`src/rtl/gcgc_pkg.sv`:
```
// Shared types and constants for the greedy constraint group colouring core.
`timescale 1ns / 1ps
`default_nettype none

package gcgc_pkg;

	localparam int IDX_W     = 13;  // body index field width
	localparam int COUNT_W   = 3;   // body count field width
	localparam int GIDX_W    = 5;   // group index result width
	localparam int GUSE_W    = 6;   // groups in use result width
	localparam int SLOTS_MAX = 4;   // body fields carried by one beat
	localparam int SLOT_W    = 2;   // selects one of the body fields
	localparam int EPOCH_W   = 8;   // clear generation tag kept per memory word

	typedef struct packed {
		logic              load;    // latch the incoming beat
		logic              clear;   // beat asks for a fresh start
		logic              sweep;   // write one zero word of the clearing pass
		logic              rd;      // issue a mask read for slot
		logic              decide;  // pick the group
		logic              wr;      // write back the mask for slot
		logic              emit;    // load the result register
		logic [SLOT_W-1:0] slot;
	} gcgc_cmd_t;

	typedef struct packed {
		logic epoch_full;  // next clear wraps the tag and needs a clearing pass
		logic sweep_last;  // clearing pass is at its last word
		logic out_free;    // result register can take a new beat
	} gcgc_sts_t;

endpackage

`default_nettype wire

```
`src/rtl/gcgc_ctrl.sv`:
```
// Sequencer for the colouring core: clearing pass, reads, decision, writes, result.
`timescale 1ns / 1ps
`default_nettype none

module gcgc_ctrl #(
	parameter int SLOTS = 4
) (
	input  wire logic               clk,
	input  wire logic               arst_n,
	input  wire logic               in_valid,
	input  wire logic               start_new,
	input  wire gcgc_pkg::gcgc_sts_t sts,
	output gcgc_pkg::gcgc_cmd_t     cmd,
	output logic                    in_stall
);

	typedef enum logic [6:0] {
		ST_SWEEP  = 7'b0000001,
		ST_IDLE   = 7'b0000010,
		ST_READ   = 7'b0000100,
		ST_WAIT   = 7'b0001000,
		ST_DECIDE = 7'b0010000,
		ST_WRITE  = 7'b0100000,
		ST_EMIT   = 7'b1000000
	} ctrl_state_t;

	localparam logic [gcgc_pkg::SLOT_W-1:0] SLOT_LAST = gcgc_pkg::SLOT_W'(SLOTS - 1);

	ctrl_state_t                   state_q;
	ctrl_state_t                   state_nxt;
	logic [gcgc_pkg::SLOT_W-1:0]   slot_q;
	logic                          pend_q;
	logic                          slot_last;

	assign slot_last = (slot_q == SLOT_LAST);
	assign in_stall  = (state_q != ST_IDLE);

	always_comb begin
		cmd       = '0;
		cmd.slot  = slot_q;
		state_nxt = state_q;
		unique case (state_q)
			ST_SWEEP: begin
				cmd.sweep = 1'b1;
				if (sts.sweep_last) begin
					state_nxt = pend_q ? ST_READ : ST_IDLE;
				end
			end
			ST_IDLE: begin
				if (in_valid) begin
					cmd.load  = 1'b1;
					cmd.clear = start_new;
					state_nxt = (start_new && sts.epoch_full) ? ST_SWEEP : ST_READ;
				end
			end
			ST_READ: begin
				cmd.rd = 1'b1;
				if (slot_last) begin
					state_nxt = ST_WAIT;
				end
			end
			ST_WAIT: begin
				state_nxt = ST_DECIDE;
			end
			ST_DECIDE: begin
				cmd.decide = 1'b1;
				state_nxt  = ST_WRITE;
			end
			ST_WRITE: begin
				cmd.wr = 1'b1;
				if (slot_last) begin
					state_nxt = ST_EMIT;
				end
			end
			ST_EMIT: begin
				if (sts.out_free) begin
					cmd.emit  = 1'b1;
					state_nxt = ST_IDLE;
				end
			end
			default: begin
				state_nxt = ST_IDLE;
			end
		endcase
	end

	always_ff @(posedge clk or negedge arst_n) begin
		if (!arst_n) begin
			state_q <= ST_SWEEP;
			slot_q  <= '0;
			pend_q  <= 1'b0;
		end else begin
			state_q <= state_nxt;
			// advance the slot through reads and writes, rewind at the end of each run
			if ((state_q == ST_READ) || (state_q == ST_WRITE)) begin
				slot_q <= slot_last ? '0 : slot_q + 1'b1;
			end else begin
				slot_q <= '0;
			end
			if (cmd.load) begin
				pend_q <= start_new && sts.epoch_full;
			end else if (cmd.sweep && sts.sweep_last) begin
				pend_q <= 1'b0;
			end
		end
	end

endmodule

`default_nettype wire

```
`config.mk`:
```
export PLATFORM = sky130hd
export DESIGN_NAME = gcgc_ctrl
export DESIGN_NICKNAME = d
export VERILOG_FILES = /design/src/rtl/gcgc_pkg.sv /design/src/rtl/gcgc_ctrl.sv
export SDC_FILE = /design/constraint.sdc
export NUM_CORES = 1
export LEC_CHECK = 0
export BUFFER_PORTS_ARGS = -buffer_cell sky130_fd_sc_hd__buf_2
export CAP_MARGIN = 20
export CELL_PAD_IN_SITES_DETAIL_PLACEMENT = 1
export CELL_PAD_IN_SITES_GLOBAL_PLACEMENT = 1
export CORE_MARGIN = 2
export CORE_UTILIZATION = 43
export CTS_BUF_LIST = sky130_fd_sc_hd__clkbuf_8
export DETAILED_ROUTE_END_ITERATION = 7
export PLACE_DENSITY = 0.84
export SYNTH_ARGS = -nofsm -noshare
export SYNTH_HDL_FRONTEND = slang
export SYNTH_SLANG_ARGS = --single-unit
export TNS_END_PERCENT = 10
```
`constraint.sdc`:
```
create_clock -name clk -period 3.05 [get_ports clk]
set_input_delay 0.305 -clock clk [delete_from_list [all_inputs] [get_ports clk]]
set_output_delay 0.305 -clock clk [all_outputs]
set_load 0.01 [all_outputs]
```
Word level (Yosys, flattened, before mapping):

Cells that the tools add are included.

* flip-flop bits (word level): 10
* latch bits: 0
* memory bits (writable): 0
* ROM bits: 0
* input bits: 7
* output and inout port bits: 10
* logic and storage cells: 43
* memories kept: 0

* add/subtract/negate cells: 1
* $mul: 0
* divide/modulo/power cells: 0
* order comparisons: 0
* eq/ne operators: 14
* shifts and indexed selects: 0
* mux-type cells: 20
* bitwise logic cells: 0
* reduce and logical (&&, ||, !) cells: 5

Operator list (number)
* 7-bit case mux with 7 select lines: 1
* 7-bit two-way mux: 5
* 2-bit != test (second input constant): 5
* 1-bit two-way mux: 8
* 2-bit two-way mux: 4
* 7-bit by 1-bit equality test with 1-bit output (second input constant): 1
* 7-bit by 2-bit equality test with 1-bit output (second input constant): 1
* 7-bit by 3-bit equality test with 1-bit output (second input constant): 1
* 7-bit by 4-bit equality test with 1-bit output (second input constant): 1
* 7-bit by 5-bit equality test with 1-bit output (second input constant): 1
* 7-bit by 6-bit equality test with 1-bit output (second input constant): 1
* 7-bit equality test (second input constant): 1
* 7-bit by 2-bit != test with 1-bit output (second input constant): 1
* 3-bit two-way mux: 2
* 5-bit AND reduction: 1
* 2-bit by 1-bit adder with 2-bit output (second input constant): 1
* 2-bit equality test (second input constant): 1
* 1-bit logical AND: 2
* 2-bit nonzero test: 1
* 1-bit logical OR: 1

Longest topological paths before layout:

Gate-level depths: netlist (run 1).

* depth after elaboration: 5
* gate-level depth with buffers: 6
* mapped depth without buffers: 4

Worst setup path after synthesis (run 1):

Ideal clock, no wire load.

* path type: register -> output
* start point: register state_q[3]
* end point: output port cmd[7] (netlist bit)
* data arrival time: 1.232 ns
* data required time: 2.745 ns
* path slack: 1.513 ns
* stages on the path, launching flop included: 6
* path buffers: 2
* cells stage by stage: dfrtp_1 buf_6 nor3_2 and4_1 buf_4 and2_1

RTL lines
* from (decl): RTL line gcgc_ctrl.sv:29 `ctrl_state_t state_q;`
* from (signal assigned): RTL line gcgc_ctrl.sv:93 `state_q <= state_nxt;`
* to (decl): RTL line gcgc_ctrl.sv:13 `output gcgc_pkg::gcgc_cmd_t cmd,`

==> results.txt, run 1 <==
utilization after layout: 54.8%
Crit Path Class: reg2out
Max Fclk: 504 MHz
net count after synthesis: 78
Num Clock Sinks: 10
clock-pin slew on the worst setup and hold paths: 0.05 ns
Hold-fix buffers, CTS: 1
Comb power frac: 45.3%
Inserted Diodes: 0
FFs w/ async S/R, synth: 100%
slowest CP cell: dfrtp_1
commonest non-fill, non-tap cell in the layout: buf_2
sequence of cells on the critical path: nor2_1 > nand2_1 > nor3b_2 > buf_2
Critical Path AT: 1.68 ns
CP endpoint kind: output port
share of layout cells above drive strength 1: 36.4%
pwr/cell area: 876 nW/um^2
Top Ports: 17
IO buf count: 16
final hold vios: 0
Main synth FF type: dfrtp_1
worst endpoint required time: 2.74 ns
Mapped Cells: 70
post-CTS setup buffer count: 0
total number of vias: 634
HP Class: in2reg
initial antenna violation count: 0
fin area: 816 um^2
setup slack after layout: 1.07 ns
unrepaired setup endpoints after global routing: no
Area Growth Syn to Fin: 21.0%
routed len/inst: 17.5 um
drt drc: 0
pre-CTS WS: 1.38 ns
GR Util All Layers: 23.0%
Mean Syn Cell Area: 9.63 um^2
largest net degree at the start of global routing: 11
Top delay family on crit path: simple AND/OR/NAND/NOR gates
Slew Viols, Final: 0
Die X-Extent: 43.6 um
core area: 1490 um^2
Seq pwr share: 31.3%
FF-to-FF path depth: 4
hold endpoint: state_q[6]$_DFFE_PN0P_
Max clock buf depth: 2
Worst R2R Start: state_q[6]$_DFFE_PN0P_
Final GP Congestion: 0.763
Detailed Route Iter0 Violations: 16
clock buffer count from CTS: 3
Worst Tran Pin Value: 0.445 ns
Final nets: 97
Crit path largest cell delay: 0.43 ns
clock skew: 0.000805 ns
Total Power: 714 uW
Post-synth EDFFs: 0
Yosys cell types: 43
sw frac: 40.1%
Via-to-Cell Ratio: 6.10
Psw: 287 uW
Synthesis Warnings: 0
global-route wire length before repair: 3.10 mm
Final setup viols: 0
Clock power frac: 23.4%
DR pass1 iterations: 4
leak pwr: 0.408 nW
crit path max fanout: 7
TritonCTS clock tree: done
Resized cells post-CTS: 0
CP Buf/Inv Count: 1
H-tree depth: 1
crit path time final: 1.98 ns
maxcap violations: 0
clock latency at the later pin of the worst-skew pair: 0.24 ns
Starting Density: 45.3%
Post-Syn Area: 674 um^2
# rows: 14
clk root buf: clkbuf_8
Max VDD drop: 466 uV
HP Start: sts[0]
Placed Area: 751 um^2
flop-to-flop setup slack: 1.49 ns
Congestion Overflow GR: 0
vias in the first global route: 616
die height: 43.6 um
register area share after synthesis: 37.3%
relative slew slack: 70.2%
setup TNS: 0 ns
Setup crit start kind: flop
Antenna Nets Post-Route: 0
status: completed
routed wire length: 1.82 mm
Reg-to-Reg End: pend_q$_DFFE_PN0P_
Die Area: 1900 um^2
internal power: 428 uW
Detail Placement HPWL: 1.29 mm
hold depth: 2
most frequent cells in the layout: buf_2 (16), dfrtp_1 (9), nor2_1 (7)
fin crit share: 65.1%
FF+latch count, synth: 10
[cell usage after synthesis (2+ instances only)]
| cell type | count | area share (%) |
|---|---|---|
| a21oi_1 | 2 | 1.5 |
| dfrtp_1 | 9 | 33 |
| inv_1 | 4 | 2.2 |
| nand2_1 | 2 | 1.1 |
| nand2b_1 | 2 | 1.9 |
| nand3_1 | 5 | 3.7 |
| nor2_1 | 7 | 3.9 |
| nor3_1 | 2 | 1.5 |
| nor3b_1 | 2 | 2.2 |
| xor2_1 | 2 | 2.6 |
[power groups by stage]
stage | Clock [mW] | Sequential [mW] | Combinational [mW]
2_1_floorplan | 0 | 0.202 | 0.259
3_3_place_gp | 0 | 0.219 | 0.309
3_5_place_dp | 0 | 0.222 | 0.316
4_1_cts | 0.171 | 0.221 | 0.325
5_1_grt | 0.178 | 0.230 | 0.364
6_report | 0.167 | 0.223 | 0.323
[final cells by class]
class | count | area [um^2]
fill | 174 | 673
sequential | 10 | 251
clock buffer | 4 | 55.1
multi-input combinational | 53 | 384
inverter | 4 | 15.0
timing repair buffer | 17 | 90.1
tap | 16 | 20.0
[flip-flops by register name, indices dropped and copies added, names as in the netlist]
register  count
pend_q        1
slot_q        2
state_q       7
[stage by stage]
stage	hold slack [ns]	cells
3_3_place_gp	0.177	99
5_1_grt	0.286	104
6_report	0.284	104
2_1_floorplan	0.00941	70
3_5_place_dp	0.180	99
4_1_cts	0.291	104
[per-layer routing]
layer | wire (um) | track usage, % | up-vias
met4 | 9 | 10.3 | 0
li1 | - | - | 296
met2 | 930 | 34.1 | 12
met5 | 0 | 0 | -
met1 | 822 | 31.8 | 324
met3 | 57 | 5.42 | 2
[worst register-to-register path: cells and delay by family (launching register included)]
family / cells / cell delay (ns)
compound gates: 2 / 0.28
flops: 1 / 0.47
simple gates: 2 / 0.69
[cells by family (layout without fill, tap and decap cells)]
family	count (synthesis)	count (layout)	synth area share (%)
adders and majority gates	1	1	1.85
xor gates and xnor gates	2	2	2.60
DFF	10	10	37.3
AOI/OAI and AO/OA	13	13	15.0
buffers and inverters	7	25	5.75
and+or+nand+nor	37	37	37.5
[worst max-delay path by stage]
stage	startpoint	end	slack, ns	cells past startpoint
6_report	state_q[1]$_DFFE_PN0P_	cmd[3]	1.07	4
3_3_place_gp	state_q[1]$_DFFE_PN0P_	cmd[3]	1.39	4
3_5_place_dp	state_q[6]$_DFFE_PN0P_	cmd[7]	1.38	4
5_1_grt	state_q[1]$_DFFE_PN0P_	cmd[3]	0.92	4
2_1_floorplan	state_q[3]$_DFFE_PN0P_	cmd[7]	1.51	5
4_1_cts	state_q[1]$_DFFE_PN0P_	cmd[3]	1.08	4
(Power assumes the default switching activity.)
==> run 2, diff against run 1 <==
- CORE_UTILIZATION: 43 -> 40
- PLACE_DENSITY: 0.84 -> 0.79
- clock period: 3.05 -> 1.94 ns (I/O delays scaled with it)
==> results.txt, run 2 (synthesis gave the netlist of run 1 again) <==
Worst Tran Pin Value: 0.354 ns (-0.0911 ns)
TritonCTS clock tree: done
DR pass1 iterations: 4 (unchanged)
crit path time final: 1.79 ns
setup TNS: 0 ns (unchanged)
Via-to-Cell Ratio: 5.92 (-2.8%)
Non-Filler Instances: 105 (+0.96%)
maxcap violations: 0 (unchanged)
Final GP Congestion: 0.752 (-1.5%)
Inserted Diodes: 0 (unchanged)
HP Class: in2reg
Die Area: 2030 um^2 (+6.8%)
worst endpoint required time: 1.75 ns (-0.99 ns)
clock-pin slew on the worst setup and hold paths: 0.05 ns (about the same)
pwr/cell area: 1340 nW/um^2 (+53%)
Crit path largest cell delay: 0.46 ns (+0.03 ns)
unrepaired setup endpoints after global routing: no
clock latency at the later pin of the worst-skew pair: 0.24 ns (about the same)
routed len/inst: 15.9 um (-9.1%)
Crit Path Class: reg2out
global-route wire length before repair: 2.84 mm (-8.3%)
Final setup viols: 0 (unchanged)
Starting Density: 43.8% (-1.5 points)
Max VDD drop: 535 uV (+15%)
fin crit share: 92.1%
leak pwr: 0.413 nW (+1.2%)
sequence of cells on the critical path: nor3_4 > and4_1 > and2_1 > buf_2
clk root buf: clkbuf_8
Critical Path AT: 1.59 ns (-0.09 ns)
Largest register FFs: 7 (unchanged)
# rows: 14 (unchanged)
Detail Placement HPWL: 1.22 mm (-5.2%)
status: completed
WHS: 0.162 ns (-0.122 ns)
Die X-Extent: 45.1 um (+3.3%)
H-tree depth: 1 (unchanged)
HP Start: sts[0]
most frequent cells in the layout: buf_2 (16), dfrtp_1 (9), nor2_1 (7)
hold depth: 2 (unchanged)
biggest regs: state_q: 7 flops, slot_q: 2 flops, pend_q: 1 flops
Congestion Overflow GR: 0 (unchanged)
Num Clock Sinks: 10 (unchanged)
IO buf count: 16 (unchanged)
CP endpoint kind: output port
drt drc: 0 (unchanged)
largest net degree at the start of global routing: 11 (unchanged)
Area Growth Syn to Fin: 21.5%
core area: 1540 um^2 (+3.5%)
Setup crit start kind: flop
clock skew: 0.000477 ns (-0.000328 ns)
die height: 45.1 um (+3.3%)
share of layout cells above drive strength 1: 36.0% (-0.41 points)
final hold vios: 0 (unchanged)
hold endpoint: state_q[6]$_DFFE_PN0P_
DP Cell Count: 100 (+1.0%)
total number of vias: 622 (-1.9%)
slowest CP cell: dfrtp_1
GR Util All Layers: 19.5% (-3.5 points)
Slew Viols, Final: 0 (unchanged)
commonest non-fill, non-tap cell in the layout: buf_2
clock buffer count from CTS: 3 (unchanged)
FF-to-FF path depth: 4 (unchanged)
post-CTS setup buffer count: 0 (unchanged)
fin area: 820 um^2 (+0.46%)
Final nets: 98 (+1.0%)
flop-to-flop setup slack: 0.43 ns (-1.06 ns)
Placed Area: 758 um^2 (+1.0%)
Reg-to-Reg End: state_q[2]$_DFFE_PN0P_
Detailed Route Iter0 Violations: 7 (-9)
most flop-heavy register: state_q
relative slew slack: 76.2% (+6.0 points)
Max Fclk: 560 MHz
crit path max fanout: 8 (+1)
routed wire length: 1.67 mm (-8.2%)
initial antenna violation count: 0 (unchanged)
Max clock buf depth: 2 (unchanged)
Antenna Nets Post-Route: 0 (unchanged)
Top Ports: 17 (unchanged)
Worst R2R Start: state_q[0]$_DFFE_PN1P_
vias in the first global route: 606 (-1.6%)
[run 2: routing by layer]
metal	global-route usage, %	wire length [um]	vias to the layer above
met5	0	0	-
met1	27.9	835	305
met4	8.82	32	0
li1	-	-	304
met2	29.4	772	8
met3	2.40	31	5
[run 2: worst max path at each step]
| stage | startpoint | endpoint | slack (ns) | depth (start not counted) |
|---|---|---|---|---|
| after CTS | state_q[6]$_DFFE_PN0P_ | cmd[7] | 0.07 | 4 |
| after global routing | state_q[6]$_DFFE_PN0P_ | cmd[7] | 0.03 | 4 |
| after detailed placement | state_q[6]$_DFFE_PN0P_ | cmd[7] | 0.37 | 4 |
| after global placement | state_q[6]$_DFFE_PN0P_ | cmd[7] | 0.42 | 4 |
| after floorplan | state_q[3]$_DFFE_PN0P_ | cmd[7] | 0.51 | 5 |
| final | state_q[6]$_DFFE_PN0P_ | cmd[7] | 0.15 | 4 |
[run 2: layout make-up]
cell class,count,area (um^2)
clock inverters,1,3.75
flip-flops and latches,10,251
repair buffers,18,97.6
inverters,4,15.0
multi-input cells,53,390
fillers,181,722
well taps,16,20.0
clock buffers,3,41.3
[run 2: where the power goes]
group	internal [mW]	switching, mW	total, mW
Sequential	0.263	0.0863	0.350
Clock	0.139	0.0863	0.225
Combinational	0.248	0.273	0.521
[run 2: worst max-delay path: cells and delay by family (launching register included)]
family,cells,cell delay [ns]
buffers and inverters,1,0.12
flip-flops,1,0.46
AND/OR/NAND/NOR,3,0.76
[run 2: stage by stage]
| stage | utilization [%] | power [mW] | worst slack (ns) |
|---|---|---|---|
| floorplan | - | 0.725 | 0.514 |
| global placement | 49.2 | 0.850 | 0.419 |
| detailed placement | 49.2 | 0.858 | 0.372 |
| CTS | 52.8 | 1.09 | 0.0683 |
| global route | 53.2 | 1.19 | 0.0266 |
| finish | 53.2 | 1.10 | 0.154 |
[run 2: what timing repair did]
item / CTS / global route
hold endpoints to repair: 9 / 0
setup endpoints to repair: 0 / 1
gates resized for setup: 0 / 1
hold buffers: 1 / 0
